--- src/hw/rtl/zfbs_pkg.sv ---
`timescale 1ns / 1ps

package zfbs_pkg;

    // Frame magic numbers
    localparam logic [31:0] MAGIC_REGULAR   = 32'hFD2FB528;
    localparam logic [31:0] MAGIC_SKIP_BASE = 32'h184D2A50;
    localparam logic [31:0] MAGIC_SKIP_MASK = 32'hFFFFFFF0;

    // Result status codes
    localparam logic [1:0] ST_MORE  = 2'd0;
    localparam logic [1:0] ST_END   = 2'd1;
    localparam logic [1:0] ST_ERROR = 2'd2;

    // Section codes reported with each byte
    localparam logic [2:0] SEC_MAGIC     = 3'd0;
    localparam logic [2:0] SEC_SKIP_SIZE = 3'd1;
    localparam logic [2:0] SEC_SKIP_DATA = 3'd2;
    localparam logic [2:0] SEC_FRAME_HDR = 3'd3;
    localparam logic [2:0] SEC_BLOCK_HDR = 3'd4;
    localparam logic [2:0] SEC_BLOCK_DAT = 3'd5;
    localparam logic [2:0] SEC_CHECKSUM  = 3'd6;

    // Block types
    localparam logic [1:0] BT_RLE      = 2'd1;
    localparam logic [1:0] BT_RESERVED = 2'd3;

    // Parser phase, one-hot
    typedef enum logic [6:0] {
        PH_MAGIC     = 7'b0000001,
        PH_SKIP_SIZE = 7'b0000010,
        PH_SKIP_DATA = 7'b0000100,
        PH_FRAME_HDR = 7'b0001000,
        PH_BLOCK_HDR = 7'b0010000,
        PH_BLOCK_DAT = 7'b0100000,
        PH_CHECKSUM  = 7'b1000000
    } phase_t;

    // Complete parser state carried between bytes
    typedef struct packed {
        phase_t      phase;
        logic [4:0]  cnt;        // bytes of current field
        logic [31:0] value;      // little-endian field being gathered
        logic [7:0]  desc;       // frame header descriptor
        logic [4:0]  hdr_len;    // full frame header length incl. magic
        logic [31:0] remaining;  // body bytes still to skip
        logic        csum;       // checksum follows last block
        logic        final_blk;  // current block is the last one
        logic        err;        // sticky error
    } parse_state_t;

    localparam parse_state_t STATE_RESET = '{
        phase:     PH_MAGIC,
        cnt:       5'd0,
        value:     32'd0,
        desc:      8'd0,
        hdr_len:   5'd0,
        remaining: 32'd0,
        csum:      1'b0,
        final_blk: 1'b0,
        err:       1'b0
    };

    // Section code of a phase; anything unknown reads as magic
    function automatic logic [2:0] phase_section(input phase_t ph);
        logic [2:0] sec;
        case (ph)
            PH_MAGIC:     sec = SEC_MAGIC;
            PH_SKIP_SIZE: sec = SEC_SKIP_SIZE;
            PH_SKIP_DATA: sec = SEC_SKIP_DATA;
            PH_FRAME_HDR: sec = SEC_FRAME_HDR;
            PH_BLOCK_HDR: sec = SEC_BLOCK_HDR;
            PH_BLOCK_DAT: sec = SEC_BLOCK_DAT;
            PH_CHECKSUM:  sec = SEC_CHECKSUM;
            default:      sec = SEC_MAGIC;
        endcase
        return sec;
    endfunction

    // Frame header length (with magic) from the descriptor byte
    function automatic logic [4:0] header_len_of(input logic [7:0] fhd);
        logic [4:0] dict_len;
        logic [4:0] fcs_len;
        logic       single;
        single = fhd[5];
        case (fhd[1:0])
            2'd0:    dict_len = 5'd0;
            2'd1:    dict_len = 5'd1;
            2'd2:    dict_len = 5'd2;
            default: dict_len = 5'd4;
        endcase
        case (fhd[7:6])
            2'd0:    fcs_len = 5'd0;
            2'd1:    fcs_len = 5'd2;
            2'd2:    fcs_len = 5'd4;
            default: fcs_len = 5'd8;
        endcase
        return 5'd5 + {4'd0, ~single} + dict_len + fcs_len
             + {4'd0, single && (fhd[7:6] == 2'd0)};
    endfunction

endpackage

--- src/hw/rtl/zstd_frame_boundary_skipper.sv ---
`timescale 1ns / 1ps

// Zstandard frame boundary scanner.
// Input stream (s_axis_*): one byte of the compressed stream per request.
// Output stream (m_axis_*): one result per input byte, in order, giving the
// section the byte belongs to and whether it continues a frame, ends one,
// or is in error (bad magic or reserved block type).
// Latency: the result for a byte is valid the cycle after the byte is taken.
// Throughput: one byte per cycle while results are taken; the parser state and the result register
// both update in the cycle a byte is accepted.
// Stall: s_axis_tready is high while the result register is empty or being
// taken, so a stalled receiver holds one result and then stops the input.
// Reset: the parser returns to expecting a frame magic number and any latched
// error is cleared. An error stays latched until reset; every later byte
// answers error with the section where it occurred.
module zstd_frame_boundary_skipper
    import zfbs_pkg::*;
(
    input  logic       clk,
    input  logic       rst_n,
    input  logic       s_axis_tvalid,
    output logic       s_axis_tready,
    input  logic [7:0] s_axis_tdata,   // [7:0] byte_value
    output logic       m_axis_tvalid,
    input  logic       m_axis_tready,
    output logic [7:0] m_axis_tdata    // [1:0] status, [4:2] section, [7:5] zero
);

    parse_state_t state_reg;
    parse_state_t state_next;
    logic         out_valid_reg;
    logic [1:0]   out_status_reg;
    logic [2:0]   out_section_reg;
    logic [1:0]   status_next;
    logic [2:0]   section_next;
    logic         in_accept;

    assign s_axis_tready = !out_valid_reg || m_axis_tready;
    assign in_accept     = s_axis_tvalid && s_axis_tready;

    // Per-byte parser step
    zfbs_parse u_parse (
        .cur        (state_reg),
        .byte_value (s_axis_tdata),
        .nxt        (state_next),
        .status     (status_next),
        .section    (section_next)
    );

    // Parser state
    always_ff @(posedge clk or negedge rst_n)
    begin
        if (!rst_n)
        begin
            state_reg <= STATE_RESET;
        end
        else if (in_accept)
        begin
            state_reg <= state_next;
        end
    end

    // Result register valid
    always_ff @(posedge clk or negedge rst_n)
    begin
        if (!rst_n)
        begin
            out_valid_reg <= 1'b0;
        end
        else if (in_accept)
        begin
            out_valid_reg <= 1'b1;
        end
        else if (m_axis_tready)
        begin
            out_valid_reg <= 1'b0;
        end
    end

    // Result payload
    always_ff @(posedge clk)
    begin
        if (in_accept)
        begin
            out_status_reg  <= status_next;
            out_section_reg <= section_next;
        end
    end

    assign m_axis_tvalid = out_valid_reg;
    assign m_axis_tdata  = {3'b000, out_section_reg, out_status_reg};

endmodule

--- src/hw/rtl/zfbs_parse.sv ---
`timescale 1ns / 1ps

module zfbs_parse
    import zfbs_pkg::*;
(
    input  parse_state_t cur,
    input  logic [7:0]   byte_value,
    output parse_state_t nxt,
    output logic [1:0]   status,
    output logic [2:0]   section
);

    logic [31:0] gval;
    logic [4:0]  cnt_inc;
    logic [31:0] rem_dec;
    logic [7:0]  desc_n;
    logic [4:0]  hl_n;
    logic [1:0]  blk_type;
    logic [20:0] blk_size;

    // Little-endian gather of the first four bytes of a field
    always_comb
    begin
        gval = cur.value;
        if (cur.cnt < 5'd4)
        begin
            gval = cur.value | ({24'd0, byte_value} << {cur.cnt[1:0], 3'b000});
        end
    end

    assign cnt_inc  = cur.cnt + 5'd1;
    assign rem_dec  = cur.remaining - 32'd1;
    assign desc_n   = (cur.cnt == 5'd4) ? byte_value : cur.desc;
    assign hl_n     = (cur.cnt == 5'd4) ? header_len_of(byte_value) : cur.hdr_len;
    assign blk_type = gval[2:1];
    assign blk_size = (blk_type == BT_RLE) ? 21'd1 : gval[23:3];

    // Next state and result for one byte
    always_comb
    begin
        nxt     = cur;
        status  = ST_MORE;
        section = phase_section(cur.phase);
        if (cur.err)
        begin
            status = ST_ERROR;
        end
        else
        begin
            case (cur.phase)
                PH_MAGIC:
                begin
                    nxt.value = gval;
                    nxt.cnt   = cnt_inc;
                    if (cnt_inc >= 5'd4)
                    begin
                        if ((gval & MAGIC_SKIP_MASK) == MAGIC_SKIP_BASE)
                        begin
                            nxt.phase = PH_SKIP_SIZE;
                            nxt.cnt   = 5'd0;
                            nxt.value = 32'd0;
                        end
                        else if (gval == MAGIC_REGULAR)
                        begin
                            nxt.phase = PH_FRAME_HDR;
                        end
                        else
                        begin
                            nxt.err = 1'b1;
                            status  = ST_ERROR;
                        end
                    end
                end
                PH_SKIP_SIZE:
                begin
                    nxt.value = gval;
                    nxt.cnt   = cnt_inc;
                    if (cnt_inc >= 5'd4)
                    begin
                        nxt.remaining = gval;
                        nxt.cnt       = 5'd0;
                        nxt.value     = 32'd0;
                        if (gval == 32'd0)
                        begin
                            nxt.phase = PH_MAGIC;
                            status    = ST_END;
                        end
                        else
                        begin
                            nxt.phase = PH_SKIP_DATA;
                        end
                    end
                end
                PH_SKIP_DATA, PH_CHECKSUM:
                begin
                    nxt.remaining = rem_dec;
                    if (rem_dec == 32'd0)
                    begin
                        nxt.phase = PH_MAGIC;
                        nxt.cnt   = 5'd0;
                        nxt.value = 32'd0;
                        status    = ST_END;
                    end
                end
                PH_FRAME_HDR:
                begin
                    // header bytes are counted; the descriptor byte also sets the header length
                    nxt.desc    = desc_n;
                    nxt.hdr_len = hl_n;
                    nxt.cnt     = cnt_inc;
                    if (cnt_inc >= 5'd5 && cnt_inc >= hl_n)
                    begin
                        nxt.csum  = desc_n[2];
                        nxt.cnt   = 5'd0;
                        nxt.value = 32'd0;
                        nxt.phase = PH_BLOCK_HDR;
                    end
                end
                PH_BLOCK_HDR:
                begin
                    nxt.value = gval;
                    nxt.cnt   = cnt_inc;
                    if (cnt_inc >= 5'd3)
                    begin
                        if (blk_type == BT_RESERVED)
                        begin
                            nxt.err = 1'b1;
                            status  = ST_ERROR;
                        end
                        else
                        begin
                            nxt.remaining = {11'd0, blk_size};
                            nxt.final_blk = gval[0];
                            nxt.cnt       = 5'd0;
                            nxt.value     = 32'd0;
                            if (blk_size != 21'd0)
                            begin
                                nxt.phase = PH_BLOCK_DAT;
                            end
                            else if (gval[0])
                            begin
                                // empty last block
                                if (cur.csum)
                                begin
                                    nxt.remaining = 32'd4;
                                    nxt.phase     = PH_CHECKSUM;
                                end
                                else
                                begin
                                    nxt.phase = PH_MAGIC;
                                    status    = ST_END;
                                end
                            end
                        end
                    end
                end
                PH_BLOCK_DAT:
                begin
                    nxt.remaining = rem_dec;
                    if (rem_dec == 32'd0)
                    begin
                        if (cur.final_blk)
                        begin
                            if (cur.csum)
                            begin
                                nxt.remaining = 32'd4;
                                nxt.phase     = PH_CHECKSUM;
                            end
                            else
                            begin
                                nxt.phase = PH_MAGIC;
                                nxt.cnt   = 5'd0;
                                nxt.value = 32'd0;
                                status    = ST_END;
                            end
                        end
                        else
                        begin
                            nxt.cnt   = 5'd0;
                            nxt.value = 32'd0;
                            nxt.phase = PH_BLOCK_HDR;
                        end
                    end
                end
                default:
                begin
                    nxt.err = 1'b1;
                    status  = ST_ERROR;
                    section = SEC_MAGIC;
                end
            endcase
        end
    end

endmodule
--- config.mk ---
export PLATFORM = sky130hd
export DESIGN_NAME = zstd_frame_boundary_skipper
export DESIGN_NICKNAME = d
export VERILOG_FILES = /design/src/hw/rtl/zfbs_pkg.sv /design/src/hw/rtl/zstd_frame_boundary_skipper.sv /design/src/hw/rtl/zfbs_parse.sv
export SDC_FILE = /design/constraint.sdc
export NUM_CORES = 1
export LEC_CHECK = 0
export BUFFER_PORTS_ARGS = -buffer_cell sky130_fd_sc_hd__buf_2
export CAP_MARGIN = 30
export CORE_ASPECT_RATIO = 0.6
export CORE_MARGIN = 2
export CORE_UTILIZATION = 60
export DETAILED_ROUTE_END_ITERATION = 16
export PLACE_DENSITY = 0.85
export SKIP_LAST_GASP = 1
export SLEW_MARGIN = 20
export SYNTH_ARGS = -nofsm -noshare
export SYNTH_HDL_FRONTEND = slang
export SYNTH_SLANG_ARGS = --single-unit
--- constraint.sdc ---
create_clock -name clk -period 4.55 [get_ports clk]
set_input_delay 0.91 -clock clk [delete_from_list [all_inputs] [get_ports clk]]
set_output_delay 0.91 -clock clk [all_outputs]
set_load 0.005 [all_outputs]
==> Flow_metrics.wiki <==
{| class="wikitable"
! Metric !! Value
|-
| Relative area change from synthesis to final layout || 9.04%
|-
| Total power consumption of the routed design || 3340 uW
|-
| Worst endpoint data arrival time || 4540 ps
|-
| Number of clock sinks || 91
|-
| Total CTS buffers || 9
|-
| Min setup slack post-route || 244 ps
|-
| Average wire length per cell after detail routing || 24.2 um
|-
| Number of setup violations in the final report || 0
|-
| Die H || 86.1 um
|-
| IR drop worst, VDD || 0.352 mV
|-
| Routing usage on met1 || 0.576
|-
| Most used standard cell by instance count after synthesis || sky130_fd_sc_hd__dfrtp_1
|-
| Maximum root-to-sink buffer count || 2
|-
| Class of the tightest hold or removal check || reg2reg
|-
| Number of buffer cells added on primary ports || 18
|-
| Largest register FFs || 85
|-
| Critical path required time || 4780 ps
|-
| Number of antenna violations at the first check in global routing || 0
|-
| Number of warnings reported in the yosys synthesis log || 0
|-
| Worst slack, placed || -22.6 ps
|-
| I/O Pins || 22
|-
| Post-synthesis async set-or-reset flop share || 0.945
|-
| Cell types with the largest area share after synthesis || sky130_fd_sc_hd__dfrtp_1 (32%), sky130_fd_sc_hd__o21ai_0 (4.5%), sky130_fd_sc_hd__nor2_1 (4.2%)
|-
| Sequential element share of the synthesized area || 0.342
|-
| Htree depth || 3
|-
| Final Slew Violations || 0
|-
| Placer Congestion || 1.06
|-
| Highest net fanout along the worst path || 16
|-
| Worst Setup SP || state_reg[82]
|-
| Achievable frequency || 232 MHz
|-
| Final Skew || 10.9 ps
|-
| Effective utilization at floorplan || 0.628
|-
| Most instantiated flip-flop cell in the synthesis netlist || sky130_fd_sc_hd__dfrtp_1
|-
| Ant. Diodes || 0
|-
| M2 GR Usage || 0.532
|-
| Net count, final || 852
|-
| Transition time at the pin with the least slew margin || 946 ps
|-
| Placement Rows || 29
|-
| Fraction of layout instances using a drive strength above 1 || 0.126
|-
| Number of storage elements in the synthesis netlist || 91
|-
| Post-synth EDFFs || 5
|-
| Final antenna-violating net count || 0
|-
| Clock tree root buffer cell || sky130_fd_sc_hd__clkbuf_16
|-
| Result of the run || finished, final reports clean
|-
| Average size of a mapped cell || 8.20 um^2
|-
| Leading cell types by count after synthesis || sky130_fd_sc_hd__dfrtp_1 (85), sky130_fd_sc_hd__nor2_1 (76), sky130_fd_sc_hd__nand2_1 (61)
|-
| Cell family contributing the most delay on the critical path || compound AO/OA/AOI/OAI gates
|-
| Netlist area before placement || 6740 um^2
|-
| Endpoints failing hold || 0
|-
| CTS tree || yes
|-
| Critical path's largest stage delay || 870 ps
|-
| DRC violation total after the first TritonRoute iteration || 1226
|-
| Dominant cell type by area after synthesis || sky130_fd_sc_hd__dfrtp_1
|-
| # Max-Cap Violations || 0
|-
| Cell at the slowest stage of the critical path || sky130_fd_sc_hd__a2111oi_0
|-
| Number of distinct standard cells referenced by the synthesized netlist || 76
|-
| Final wirelength || 23400 um
|-
| Pin count of the biggest net entering global routing || 51
|-
| Critical path cell sequence || nor4_2, buf_4, a2111oi_0, o221ai_1, or4b_2, o21ai_0, o211ai_1, nor4_4, mux2_2
|-
| Type of origin of the critical path || flip-flop
|-
| Clock transition time at the flip-flop clock pins of the worst setup and hold paths || 70 ps
|-
| Startpoint of the worst-slack reg-to-reg timing path || state_reg[82]
|-
| Total congestion overflow || 0
|-
| PwrDens || 454 nW/um^2
|-
| Top cell type's share of synthesized area || 0.316
|-
| Core region area || 10700 um^2
|-
| Max-slew headroom at the worst pin || 0.353
|-
| Insertion delay of the later-clocked pin in the worst-skew pair || 350 ps
|-
| Dpl hpwl || 17100 um
|-
| Detailed-route via count || 7260
|-
| Met3 usage in global routing || 0.152
|-
| Nature of the critical path endpoint || flip-flop
|-
| Time the final worst path needs with I/O delays and setup || 4310 ps
|-
| Most crowded layer after global routing || met1
|-
| Cell count after synthesis || 822
|-
| Sum of buffers and inverters on the critical path || 1
|-
| Number of global-route vias before repair || 6807
|-
| Area enclosed by the die boundary || 12100 um^2
|-
| Share of the core filled with cells in the final layout || 0.684
|-
| Via/cell ratio || 7.51
|-
| Leakage component of the power || 0.00285 uW
|-
| Count of filler cells inserted in the layout || 895
|-
| Post-route clock period utilization || 0.946
|-
| Setup TNS after final layout || 0 ps
|-
| Setup Buffers After CTS || 0
|-
| Horizontal die dimension || 141 um
|-
| First-pass GRT wire length || 37500 um
|-
| Critical path class || reg2reg
|-
| Min-Delay Startpoint || state_reg[35]
|-
| Number of iterations in the first detailed-routing pass || 9
|-
| DR DRC count || 0
|-
| Global Route Usage Sum || 0.396
|}
[worst register-to-register path: cells and delay by family (launching register included)]
kind	cells	cell delay, ps
AND/OR/NAND/NOR	3	1340
multiplexers	1	400
buffers and inverters	1	230
flip-flops	1	650
AO/OA/AOI/OAI	4	1560
[final timing paths]
kind | endpoint | cells past startpoint | slack [ps]
max | state_reg[90] | 9 | 240
min | state_reg[35] | 1 | 510
max reg2reg | state_reg[90] | 9 | 240
min reg2reg | state_reg[35] | 1 | 510
max in group asynchronous | state_reg[13] | 2 | 3000
min in group asynchronous | state_reg[35] | 1 | 580
[repair_timing]
item	in CTS	in global routing
hold buffers	0	0
gates resized for setup	0	1
endpoints found under the hold margin	0	0
endpoints found under the setup margin	0	9
[area by class of cell]
cell class	instances	area, um^2	area share
Multi-Input combinational cell	655	4170	0.567
Sequential cell	91	2300	0.313
Tap cell	139	174	0.0237
Inverter	16	60.1	0.00817
Clock buffer	11	233	0.0317
Timing Repair Buffer	50	370	0.0504
Clock inverter	5	41.3	0.00562
[layout by cell type (no fill, tap or decap), types with 17 or more instances in the layout]
master                     n
sky130_fd_sc_hd__nor3_1   49
sky130_fd_sc_hd__nor2_1   76
sky130_fd_sc_hd__o22ai_1  23
sky130_fd_sc_hd__buf_4    30
sky130_fd_sc_hd__nor4_1   21
sky130_fd_sc_hd__o31ai_1  22
sky130_fd_sc_hd__nand3_1  23
sky130_fd_sc_hd__a21oi_1  34
sky130_fd_sc_hd__nand2_1  61
sky130_fd_sc_hd__or4_1    19
sky130_fd_sc_hd__buf_2    17
sky130_fd_sc_hd__o21ai_0  59
sky130_fd_sc_hd__dfrtp_1  85
sky130_fd_sc_hd__a31oi_1  29
[routing by layer]
| metal | routed length (um) | share of wire |
|---|---|---|
| met2 | 9220 | 0.39 |
| met5 | 0 | 0 |
| met4 | 682 | 0.029 |
| met1 | 9470 | 0.40 |
| met3 | 4060 | 0.17 |
[report_power, final]
group | internal, uW | total (uW) | switching (uW) | leakage [uW]
Sequential | 944 | 1150 | 210 | 0.00117
Clock | 374 | 718 | 344 | 0.000126
Combinational | 483 | 1460 | 982 | 0.00155
Total | 1800 | 3340 | 1540 | 0.00285
[metrics by stage]
stage | cell area (um^2) | instances | hold WS [ps]
6_report | 7350 | 967 | 506
4_1_cts | 7340 | 967 | 494
2_1_floorplan | 6750 | 824 | 445
5_1_grt | 7350 | 967 | 529
3_3_place_gp | 7060 | 951 | 459
3_5_place_dp | 7070 | 951 | 476
[logic make-up after synthesis]
| logic type | share of synthesized area |
|---|---|
| AND/OR/NAND/NOR | 0.266 |
| other | 0.000556 |
| AO/OA/AOI/OAI | 0.259 |
| buffers and inverters | 0.0460 |
| multiplexers | 0.0273 |
| flip-flops | 0.342 |
| adder cells (fa/ha/maj) | 0.0338 |
| XOR/XNOR | 0.0260 |
Note: power is estimated with default switching activity, not from simulation.
